File: config.mk
export PLATFORM = sky130hd
export DESIGN_NAME = edi_tag_packet_parser_unit
export DESIGN_NICKNAME = d
export VERILOG_FILES = /design/src/etpp_pkg.sv /design/src/edi_tag_packet_parser_unit.sv /design/src/etpp_front.sv /design/src/etpp_queue.sv /design/src/etpp_back.sv
export SDC_FILE = /design/constraint.sdc
export NUM_CORES = 2
export LEC_CHECK = 0
export BUFFER_PORTS_ARGS = -buffer_cell sky130_fd_sc_hd__buf_2
export CAP_MARGIN = 40
export CORE_MARGIN = 2
export CORE_UTILIZATION = 56
export CTS_BUF_LIST = sky130_fd_sc_hd__clkbuf_16
export CTS_CLUSTER_DIAMETER = 60
export DETAILED_ROUTE_END_ITERATION = 6
export GPL_TIMING_DRIVEN = 0
export PLACE_DENSITY = 0.72
export SETUP_SLACK_MARGIN = 0.02
export SLEW_MARGIN = 20
export SYNTH_ARGS = -nofsm -noshare
export SYNTH_HDL_FRONTEND = slang
export SYNTH_SLANG_ARGS = --single-unit
File: constraint.sdc
create_clock -name clk -period 37.2 [get_ports clk]
set_input_delay 5.58 -clock clk [delete_from_list [all_inputs] [get_ports clk]]
set_output_delay 5.58 -clock clk [all_outputs]
set_load 0.02 [all_outputs]
File: src/etpp_pkg.sv
package etpp_pkg;

  localparam int MAX_STREAMS_DEF = 64;

  localparam logic [31:0] ID_PTR  = 32'h2a707472;
  localparam logic [31:0] ID_DETI = 32'h64657469;
  localparam logic [23:0] ID_EST  = 24'h657374;
  localparam logic [31:0] ID_DMY  = 32'h2a646d79;
  localparam logic [31:0] ID_PTT  = 32'h46707474;
  localparam logic [31:0] ID_SID  = 32'h46736964;
  localparam logic [31:0] ID_SST  = 32'h46737374;
  localparam logic [31:0] ID_AVTM = 32'h61676d74;
  localparam logic [31:0] DETI_SIG = 32'h44455449;
  localparam logic [23:0] TSTA_NONE = 24'hFFFFFF;
  localparam logic [15:0] RFU_NONE = 16'hFFFF;
  localparam logic [15:0] MNSC_NONE = 16'hFFFF;
  localparam logic [8:0] DFLC_MUL = 9'd250;
  localparam logic [9:0] SAD_MASK = 10'h3FF;
  localparam logic [6:0] COUNT_MAX = 7'd127;

  localparam logic [4:0] CODE_ETI    = 5'd0;
  localparam logic [4:0] CODE_ATSTF  = 5'd1;
  localparam logic [4:0] CODE_FICF   = 5'd2;
  localparam logic [4:0] CODE_DFLC   = 5'd3;
  localparam logic [4:0] CODE_ERR    = 5'd4;
  localparam logic [4:0] CODE_MID    = 5'd5;
  localparam logic [4:0] CODE_FP     = 5'd6;
  localparam logic [4:0] CODE_MNSC   = 5'd7;
  localparam logic [4:0] CODE_TVALID = 5'd8;
  localparam logic [4:0] CODE_UTCO   = 5'd9;
  localparam logic [4:0] CODE_SECS   = 5'd10;
  localparam logic [4:0] CODE_TSTA   = 5'd11;
  localparam logic [4:0] CODE_RFU    = 5'd12;
  localparam logic [4:0] CODE_SCID   = 5'd13;
  localparam logic [4:0] CODE_SAD    = 5'd14;
  localparam logic [4:0] CODE_TPL    = 5'd15;
  localparam logic [4:0] CODE_PSIZE  = 5'd16;
  localparam logic [4:0] CODE_FIC    = 5'd17;
  localparam logic [4:0] CODE_SBYTE  = 5'd18;
  localparam logic [4:0] CODE_COUNT  = 5'd19;
  localparam logic [4:0] CODE_STATUS = 5'd20;

  localparam logic [2:0] ST_OK        = 3'd0;
  localparam logic [2:0] ST_BAD_LEN   = 3'd1;
  localparam logic [2:0] ST_UNKNOWN   = 3'd2;
  localparam logic [2:0] ST_PTR_LEN   = 3'd3;
  localparam logic [2:0] ST_DETI_LEN  = 3'd4;
  localparam logic [2:0] ST_BAD_SNUM  = 3'd5;
  localparam logic [2:0] ST_SHORT_EST = 3'd6;
  localparam logic [2:0] ST_TRUNC     = 3'd7;

  // emission order slots; fic byte goes ahead of rfu
  localparam int NPOS       = 21;
  localparam int POS_ETI    = 0;
  localparam int POS_ATSTF  = 1;
  localparam int POS_MNSC   = 7;
  localparam int POS_TVALID = 8;
  localparam int POS_TSTA   = 11;
  localparam int POS_FIC    = 12;
  localparam int POS_RFU    = 13;
  localparam int POS_SCID   = 14;
  localparam int POS_PSIZE  = 17;
  localparam int POS_SBYTE  = 18;
  localparam int POS_COUNT  = 19;
  localparam int POS_STATUS = 20;

  typedef enum logic [2:0] {
    K_UNKNOWN, K_PTR, K_DETI, K_EST, K_SKIP
  } kind_t;

  typedef struct packed {
    logic [7:0] data_byte;
    logic       packet_end;
  } in_item_t;

  typedef struct packed {
    logic [4:0]  item_code;
    logic [31:0] item_value;
    logic [5:0]  stream_number;
    logic        run_last;
  } out_item_t;

  typedef struct packed {
    logic [NPOS-1:0] mask;
    logic [47:0]     fh;
    logic [63:0]     ts;
    logic            ts_ok;
    logic [23:0]     rw;
    logic            eti;
    logic [7:0]      data;
    logic [28:0]     psize;
    logic [5:0]      stream;
    logic [6:0]      count;
    logic [2:0]      status;
  } job_t;

  function automatic kind_t kind_of(input logic [31:0] id);
    kind_t k;
    k = K_UNKNOWN;
    if (id == ID_PTR) k = K_PTR;
    else if (id == ID_DETI) k = K_DETI;
    else if (id[31:8] == ID_EST) k = K_EST;
    else if (id == ID_DMY || id == ID_PTT || id == ID_SID || id == ID_SST ||
             id == ID_AVTM) k = K_SKIP;
    return k;
  endfunction

  function automatic logic [4:0] code_of(input logic [4:0] pos);
    logic [4:0] c;
    if (pos < 5'(POS_FIC)) c = pos;
    else if (pos == 5'(POS_FIC)) c = CODE_FIC;
    else if (pos == 5'(POS_RFU)) c = CODE_RFU;
    else if (pos <= 5'(POS_PSIZE)) c = pos - 5'd1;
    else c = pos;
    return c;
  endfunction

endpackage

File: src/edi_tag_packet_parser_unit.sv
// channel   direction  request            accepted when
// item      in         data_byte, end     push && !full
// result    out        code, value, strm  pop && !empty
//
// one input byte per cycle is taken while the job queue has room
// a byte causing n results hands them out in order, one per accepted pop
// (up to 14 for a deti frame header byte that also closes the packet)
// the 2-entry job queue and the result stage let either side stall alone
// synchronous reset; parser returns to the tag header phase, no results waiting
module edi_tag_packet_parser_unit #(
  parameter int MAX_STREAMS = etpp_pkg::MAX_STREAMS_DEF
) (
  input  logic                clk,
  input  logic                rst,
  input  logic                push,
  output logic                full,
  input  etpp_pkg::in_item_t  item,
  input  logic                pop,
  output logic                empty,
  output etpp_pkg::out_item_t result
);

  logic           take, job_valid, q_rd, q_nonempty;
  etpp_pkg::job_t job, q_job;

  assign take = push && !full;

  etpp_front #(.MAX_STREAMS(MAX_STREAMS)) u_front (
    .clk(clk), .rst(rst), .item(item), .take(take),
    .job_valid(job_valid), .job(job)
  );

  etpp_queue u_queue (
    .clk(clk), .rst(rst), .wr(take && job_valid), .wdata(job), .full(full),
    .rd(q_rd), .rdata(q_job), .nonempty(q_nonempty)
  );

  etpp_back u_back (
    .clk(clk), .rst(rst), .q_nonempty(q_nonempty), .q_job(q_job), .q_rd(q_rd),
    .pop(pop), .empty(empty), .result(result)
  );

endmodule

File: src/etpp_front.sv
module etpp_front #(
  parameter int MAX_STREAMS = etpp_pkg::MAX_STREAMS_DEF
) (
  input  logic               clk,
  input  logic               rst,
  input  etpp_pkg::in_item_t item,
  input  logic               take,
  output logic               job_valid,
  output etpp_pkg::job_t     job
);

  typedef enum logic [2:0] {
    PH_HEADER = 3'b001,
    PH_VALUE  = 3'b010,
    PH_STOP   = 3'b100
  } phase_t;

  localparam int NPOS_W = etpp_pkg::NPOS;

  phase_t      phase, phase_next;
  logic [2:0]  hcnt, hcnt_next;
  logic [31:0] tid, tid_next;
  logic [28:0] vleft, vleft_next;
  logic [28:0] vidx, vidx_next;
  logic [47:0] fh, fh_next;
  logic [63:0] ts, ts_next;
  logic [23:0] rw, rw_next;
  logic [5:0]  cs, cs_next;
  logic [6:0]  cnt, cnt_next;
  logic [2:0]  stat, stat_next;

  always_comb begin
    logic [7:0] b;
    logic [28:0] len, total;
    logic zero, ts_ok, eti, dh_halt;
    logic [NPOS_W-1:0] mask;
    etpp_pkg::kind_t k;
    logic [7:0] n, tsend, ficn, rfun;
    logic [2:0] status;
    b = item.data_byte;
    phase_next = phase; hcnt_next = hcnt; tid_next = tid; vleft_next = vleft;
    vidx_next = vidx; fh_next = fh; ts_next = ts; rw_next = rw; cs_next = cs;
    cnt_next = cnt; stat_next = stat;
    mask = '0; ts_ok = 1'b0; eti = 1'b0; dh_halt = 1'b0;
    len = '0; zero = 1'b0; n = tid[7:0];
    k = etpp_pkg::kind_of(tid);
    total = vidx + vleft;
    tsend = '0; ficn = '0; rfun = '0; status = '0;
    case (phase)
      PH_HEADER: begin
        if (hcnt < 3'd4) tid_next = {tid[23:0], b};
        else if (hcnt == 3'd4) vleft_next = 29'(b);
        else if (hcnt < 3'd7) vleft_next = {vleft[20:0], b};
        hcnt_next = hcnt + 3'd1;
        if (hcnt == 3'd7) begin
          len = {vleft[23:0], b[7:3]};
          zero = (vleft == '0) && (b == 8'd0);
          hcnt_next = '0;
          if (item.packet_end) begin
            vleft_next = '0;
            if (!zero) begin
              phase_next = PH_STOP; stat_next = etpp_pkg::ST_TRUNC;
            end
          end else if (b[2:0] != 3'd0) begin
            phase_next = PH_STOP; stat_next = etpp_pkg::ST_BAD_LEN;
          end else begin
            vidx_next = '0;
            vleft_next = len;
            phase_next = PH_VALUE;
            if (k == etpp_pkg::K_UNKNOWN) begin
              phase_next = PH_STOP; stat_next = etpp_pkg::ST_UNKNOWN;
            end else if (k == etpp_pkg::K_PTR && len != 29'd8) begin
              phase_next = PH_STOP; stat_next = etpp_pkg::ST_PTR_LEN;
            end else if (k == etpp_pkg::K_DETI && len < 29'd6) begin
              phase_next = PH_STOP; stat_next = etpp_pkg::ST_DETI_LEN;
            end else if (k == etpp_pkg::K_EST &&
                         (n == 8'd0 || 32'(n) > 32'(MAX_STREAMS))) begin
              phase_next = PH_STOP; stat_next = etpp_pkg::ST_BAD_SNUM;
            end else if (k == etpp_pkg::K_EST && len < 29'd3) begin
              phase_next = PH_STOP; stat_next = etpp_pkg::ST_SHORT_EST;
            end else begin
              if (k == etpp_pkg::K_EST) cs_next = 6'(n - 8'd1);
              if (len == '0) phase_next = PH_HEADER;
            end
          end
        end
      end
      PH_VALUE: begin
        if (k == etpp_pkg::K_PTR) begin
          ts_next = {ts[55:0], b};
          eti = (ts_next == {etpp_pkg::DETI_SIG, 32'd0});
          if (vidx == 29'd7) mask[etpp_pkg::POS_ETI] = 1'b1;
        end else if (k == etpp_pkg::K_DETI) begin
          if (vidx < 29'd6) fh_next = {fh[39:0], b};
          tsend = fh_next[47] ? 8'd14 : 8'd6;
          ficn = fh_next[46] ? ((fh_next[23:22] == 2'd3) ? 8'd128 : 8'd96) : 8'd0;
          rfun = fh_next[45] ? 8'd3 : 8'd0;
          if (vidx == 29'd5) begin
            if (total != 29'(tsend) + 29'(ficn) + 29'(rfun)) begin
              dh_halt = 1'b1;
              phase_next = PH_STOP; stat_next = etpp_pkg::ST_DETI_LEN;
            end else begin
              mask[etpp_pkg::POS_MNSC:etpp_pkg::POS_ATSTF] = '1;
              if (!fh_next[47]) mask[etpp_pkg::POS_TSTA:etpp_pkg::POS_TVALID] = '1;
            end
          end else if (vidx >= 29'd6) begin
            if (vidx < 29'(tsend)) begin
              ts_next = {ts[55:0], b};
              if (vidx == 29'd13) begin
                mask[etpp_pkg::POS_TSTA:etpp_pkg::POS_TVALID] = '1;
                ts_ok = 1'b1;
              end
            end else if (vidx < 29'(tsend) + 29'(ficn)) begin
              mask[etpp_pkg::POS_FIC] = 1'b1;
            end else begin
              rw_next = {rw[15:0], b};
            end
          end
          if (!dh_halt && (vidx + 29'd1 == total)) mask[etpp_pkg::POS_RFU] = 1'b1;
        end else if (k == etpp_pkg::K_EST) begin
          if (vidx < 29'd3) begin
            rw_next = {rw[15:0], b};
            if (vidx == 29'd2) mask[etpp_pkg::POS_PSIZE:etpp_pkg::POS_SCID] = '1;
          end else begin
            mask[etpp_pkg::POS_SBYTE] = 1'b1;
          end
          if (vleft == 29'd1 && cnt < etpp_pkg::COUNT_MAX) cnt_next = cnt + 7'd1;
        end
        if (phase_next == PH_VALUE) begin
          vidx_next = vidx + 29'd1;
          vleft_next = vleft - 29'd1;
          if (vleft == 29'd1) begin
            phase_next = PH_HEADER;
            hcnt_next = '0;
          end
        end
      end
      PH_STOP: begin
      end
      default: phase_next = PH_STOP;
    endcase

    status = stat_next;
    if (phase_next == PH_VALUE || (phase_next == PH_HEADER && hcnt_next != 3'd0))
      status = etpp_pkg::ST_TRUNC;
    job.count = cnt_next;
    job.status = status;
    if (item.packet_end) begin
      mask[etpp_pkg::POS_COUNT] = 1'b1;
      mask[etpp_pkg::POS_STATUS] = 1'b1;
      phase_next = PH_HEADER;
      hcnt_next = '0;
      vleft_next = '0;
      vidx_next = '0;
      cnt_next = '0;
      stat_next = etpp_pkg::ST_OK;
    end
    job.mask = mask;
    job.fh = fh_next;
    job.ts = ts_next;
    job.ts_ok = ts_ok;
    job.rw = rw_next;
    job.eti = eti;
    job.data = b;
    job.psize = total - 29'd3;
    job.stream = cs;
    job_valid = (mask != '0);
  end

  always_ff @(posedge clk) begin
    if (rst) begin
      phase <= PH_HEADER;
      hcnt <= '0;
      tid <= '0;
      vleft <= '0;
      vidx <= '0;
      fh <= '0;
      ts <= '0;
      rw <= '1;
      cs <= '0;
      cnt <= '0;
      stat <= '0;
    end else if (take) begin
      phase <= phase_next;
      hcnt <= hcnt_next;
      tid <= tid_next;
      vleft <= vleft_next;
      vidx <= vidx_next;
      fh <= fh_next;
      ts <= ts_next;
      rw <= rw_next;
      cs <= cs_next;
      cnt <= cnt_next;
      stat <= stat_next;
    end
  end

endmodule

File: src/etpp_queue.sv
module etpp_queue (
  input  logic           clk,
  input  logic           rst,
  input  logic           wr,
  input  etpp_pkg::job_t wdata,
  output logic           full,
  input  logic           rd,
  output etpp_pkg::job_t rdata,
  output logic           nonempty
);

  etpp_pkg::job_t slot [2];
  logic       wptr, rptr;
  logic [1:0] count;

  assign full = (count == 2'd2);
  assign nonempty = (count != 2'd0);
  assign rdata = slot[rptr];

  always_ff @(posedge clk) begin
    if (wr) slot[wptr] <= wdata;
  end

  always_ff @(posedge clk) begin
    if (rst) begin
      wptr <= 1'b0;
      rptr <= 1'b0;
      count <= '0;
    end else begin
      if (wr) wptr <= ~wptr;
      if (rd) rptr <= ~rptr;
      count <= count + {1'b0, wr} - {1'b0, rd};
    end
  end

endmodule

File: src/etpp_back.sv
module etpp_back (
  input  logic                clk,
  input  logic                rst,
  input  logic                q_nonempty,
  input  etpp_pkg::job_t      q_job,
  output logic                q_rd,
  input  logic                pop,
  output logic                empty,
  output etpp_pkg::out_item_t result
);

  logic                      valid;
  etpp_pkg::job_t            cur;
  logic [etpp_pkg::NPOS-1:0] mask;
  logic [etpp_pkg::NPOS-1:0] sel;
  logic [4:0]                pos;
  logic                      last;

  // lowest pending slot goes first
  always_comb begin
    sel = '0;
    pos = '0;
    for (int i = etpp_pkg::NPOS - 1; i >= 0; i--) begin
      if (mask[i]) begin
        sel = '0;
        sel[i] = 1'b1;
        pos = 5'(i);
      end
    end
  end

  assign last = ((mask & ~sel) == '0);
  assign empty = !valid;
  assign q_rd = q_nonempty && (!valid || (pop && last));

  always_comb begin
    logic [4:0] code;
    logic [31:0] v;
    code = etpp_pkg::code_of(pos);
    v = '0;
    case (code)
      etpp_pkg::CODE_ETI:    v = 32'(cur.eti);
      etpp_pkg::CODE_ATSTF:  v = 32'(cur.fh[47]);
      etpp_pkg::CODE_FICF:   v = 32'(cur.fh[46]);
      etpp_pkg::CODE_DFLC:   v = 32'(cur.fh[44:40]) * 32'(etpp_pkg::DFLC_MUL)
                                 + 32'(cur.fh[39:32]);
      etpp_pkg::CODE_ERR:    v = 32'(cur.fh[31:24]);
      etpp_pkg::CODE_MID:    v = 32'(cur.fh[23:22]);
      etpp_pkg::CODE_FP:     v = 32'(cur.fh[21:19]);
      etpp_pkg::CODE_MNSC:   v = cur.fh[16] ? 32'(etpp_pkg::MNSC_NONE) : 32'(cur.fh[15:0]);
      etpp_pkg::CODE_TVALID: v = 32'(cur.ts_ok);
      etpp_pkg::CODE_UTCO:   v = cur.ts_ok ? 32'(cur.ts[63:56]) : 32'd0;
      etpp_pkg::CODE_SECS:   v = cur.ts_ok ? cur.ts[55:24] : 32'd0;
      etpp_pkg::CODE_TSTA:   v = cur.ts_ok ? 32'(cur.ts[23:0]) : 32'(etpp_pkg::TSTA_NONE);
      etpp_pkg::CODE_RFU:    v = cur.fh[45] ? 32'(cur.rw[23:8]) : 32'(etpp_pkg::RFU_NONE);
      etpp_pkg::CODE_SCID:   v = 32'(cur.rw[23:18]);
      etpp_pkg::CODE_SAD:    v = 32'(cur.rw[17:8] & etpp_pkg::SAD_MASK);
      etpp_pkg::CODE_TPL:    v = 32'(cur.rw[7:2]);
      etpp_pkg::CODE_PSIZE:  v = 32'(cur.psize);
      etpp_pkg::CODE_FIC:    v = 32'(cur.data);
      etpp_pkg::CODE_SBYTE:  v = 32'(cur.data);
      etpp_pkg::CODE_COUNT:  v = 32'(cur.count);
      etpp_pkg::CODE_STATUS: v = 32'(cur.status);
      default:               v = '0;
    endcase
    result.item_code = code;
    result.item_value = v;
    result.stream_number = (code >= etpp_pkg::CODE_SCID && code <= etpp_pkg::CODE_SBYTE)
                           ? cur.stream : 6'd0;
    result.run_last = last;
  end

  always_ff @(posedge clk) begin
    if (q_rd) cur <= q_job;
  end

  always_ff @(posedge clk) begin
    if (rst) begin
      valid <= 1'b0;
      mask <= '0;
    end else if (q_rd) begin
      valid <= 1'b1;
      mask <= q_job.mask;
    end else if (valid && pop) begin
      mask <= mask & ~sel;
      if (last) valid <= 1'b0;
    end
  end

endmodule

==> out/qor.csv <==
metric,value,unit
status,"complete, but fails checks",
failing checks,design-rule violations,
Post-synth EDFFs,577,
Peak VDD IR,0.0947,mV
core area,0.0742,mm2
"commonest non-fill, non-tap cells in the layout","nand2_1, edfxtp_1, a21oi_1, mux2_2, dfxtp_1",
Fin Setup TNS,0,ns
Yosys reg bits,852,
final period utilization,0.316,
share of the synthesized area in the top cell type,0.414,
Clk network pwr share,0.233,
Slew Limit Fails,0,
Fin Clk Skew,0.0383,ns
antenna violations before repair,6,
DRC errors left,1,
crit path capture type,primary output,
minimum clock period,11.77,ns
largest net degree at the start of global routing,82,
switching share of power,0.412,
CP peak stage delay,0.59,ns
"Distinct cells, synth",116,
Wirelength per Cell,24.9,um
total track usage,0.326,
Seq pwr share,0.326,
"Avg Cell Area, Syn",10.8,um2
Buffers on Ports,57,
Die H,277,um
die width,277,um
Die Area,0.0770,mm2
dpl ws,26.19,ns
CTS root buf,clkbuf_16,
worst-path cell chain,clkbuf_1 > a21oi_1 > o31ai_1 > a21oi_1 > o21bai_1 > ha_1 > clkbuf_1 > a21oi_1 > o211a_1 > a31o_2 > a31oi_2 > nand2_1 > nor4_4 > clkbuf_1 > nand2_1 > o2111ai_1 > a221o_1 > buf_2,
share of cells above drive strength 1,0.158,
fin nets,4165,
maximum clock insertion buffer count,3,
CP startpoint kind,register,
unrepaired setup endpoints after global routing,false,
FILL cells,5907,
Critical Path RT,31.62,ns
"Remaining Overflow, GRT",0,
combinational group share of total power,0.441,
ys flop type,edfxtp_1,
Routed WL,127,mm
Row Count,100,
Min-Delay Path Class,reg -> reg,
top layer used by detailed routing,met5,
io pins,59,
met3 routed WL,11.1,mm
Ys Warns,0,
Crit Path Max Fanout,10,
first-pass GRT wire length,190,mm
switching power,1.62,mW
Syn Nets,3964,
post-cts resize count,0,
CTS clock-pin slew for the worst setup and hold paths,0.06,ns
CTS tree,done,
hold slack,0.453,ns
Final Hold Vio Count,0,
Design Power,3.93,mW
Via density,6.32,
# clock sinks,852,
normalized max-slew margin,0.368,
slew of the pin with the lowest slew margin,0.949,ns
cell-internal power,2.31,mW
met2 WL,58.1,mm
Syn-to-layout area delta,12.8,%
Detail Route Antenna Nets,0,
# Max-Cap Violations,0,
final worst slack,25.43,ns
Power Density,83.2,mW/mm2
"Core Util, Final",0.636,
gpl congestion,0.997,
Initial Utilization,0.564,
total CTS buffers,91,
CP max stage cell,nor4_4,
DP Wirelength,93.9,mm
vias in the first global route,30500,
"commonest non-fill, non-tap cell in the layout",nand2_1,
sequential element share of the synthesized area,0.545,
DRT iter0 DRCs,3798,
Area contributors post-synth,"edfxtp_1, dfxtp_1, mux2_2",
worst skew pair latency,0.66,ns
WP data arrival,6.19,ns
WS Path Type,reg -> out,
H-Tree Depth,3,
setup violators final,0,
Hold Buf Count CTS,0,
cell taking the most area after synthesis,edfxtp_1,
vias,32300,
Post-Syn Instances,3859,
Leak Pwr,17.3,nW
Fmax,84.9,MHz
first drt pass iteration count,7,
WL met1,51.2,mm
Synth async-reset ratio,0,
# Post-CTS Setup Buffers,0,
Syn Std Cell Area,0.0419,mm2
## metal layers
layer  global-route usage  up-vias
met5                    0        -
met4                0.162        2
met3               0.0473      327
met2                0.518     1570
met1                0.439    15700
li1                     -    14700
## cell usage after synthesis (22+ instances only)
master / instances
o31ai_1: 31
ha_1: 80
edfxtp_1: 577
clkbuf_1: 181
o21ai_0: 116
a22oi_1: 36
xor2_1: 58
inv_1: 95
mux2i_1: 24
dfxtp_1: 275
nand2b_1: 22
and3_1: 23
xnor2_1: 68
nor3_1: 86
nor4_1: 38
nand4_1: 44
and2_1: 22
mux2_2: 282
nand3_1: 86
nor2_1: 196
or3_1: 39
o211ai_1: 34
nand2_1: 640
a21o_1: 27
a21oi_1: 325
## metrics by stage
step                area (um2)  cells
floorplan                41900   3859
global placement         43400   4885
detailed placement       44100   4928
CTS                      47100   5100
global route             47200   5110
finish                   47200   5110
## power by group through the flow
stage / clock [mW] / combinational (mW) / sequential (mW)
2_1_floorplan: 0 / 1.11 / 1.26
5_1_grt: 0.963 / 1.84 / 1.29
4_1_cts: 0.925 / 1.69 / 1.28
3_3_place_gp: 0 / 1.64 / 1.33
6_report: 0.917 / 1.73 / 1.28
3_5_place_dp: 0 / 1.68 / 1.29
## kinds of logic (layout without fill, tap and decap cells)
group / Yosys count / in the layout / share of synthesized area
DFF: 852 / 852 / 0.545
and+or+nand+nor: 1344 / 1344 / 0.155
other: 0 / 2 / 0
buffers and inverters: 331 / 611 / 0.0331
xor gates and xnor gates: 131 / 131 / 0.0291
muxes: 306 / 306 / 0.0816
AOI/OAI and AO/OA: 802 / 802 / 0.126
adders and majority gates: 93 / 93 / 0.0299
## path summary, 6_finish.rpt
path / startpoint / to / slack [ns] / cells past startpoint
setup / recovery: u_back.mask[16] / result[18] / 25.43 / 18
hold reg to reg: u_front.ts[59] / u_front.ts[59] / 0.45 / 2
setup reg to reg: u_front.vidx[0] / u_queue.slot[1][10] / 29.93 / 18
hold / removal: u_front.ts[59] / u_front.ts[59] / 0.45 / 2
## area by class of cell
class | count | area, um2 | share of cell area
tap | 969 | 1210 | 0.0257
inverter | 99 | 382 | 0.00808
buffer | 232 | 1020 | 0.0215
multi-input combinational | 2676 | 17700 | 0.374
clock buffer | 92 | 2300 | 0.0488
timing repair buffer | 108 | 1040 | 0.0221
antenna | 2 | 5.00 | 0.000106
clock inverter | 80 | 736 | 0.0156
sequential | 852 | 22800 | 0.484
## worst max-delay path: cells and delay by family, from the launching register on
kind | cells | cell delay [ns]
compound gates | 10 | 2.69
buf+inv | 4 | 1.26
simple gates | 3 | 1.07
flops | 1 | 0.30
fa+ha+maj | 1 | 0.21
## state kept, by name (all words and copies together), names as in the netlist, 21 cells and up, named ones only
signal,count
u_front.vidx,29
u_front.tid,32
u_queue.slot,390
u_front.rw,22
u_front.ts,64
u_back.cur,187
u_back.mask,21
u_front.fh,46
u_front.vleft,29
No activity file was read; power rests on OpenSTA's default activity.
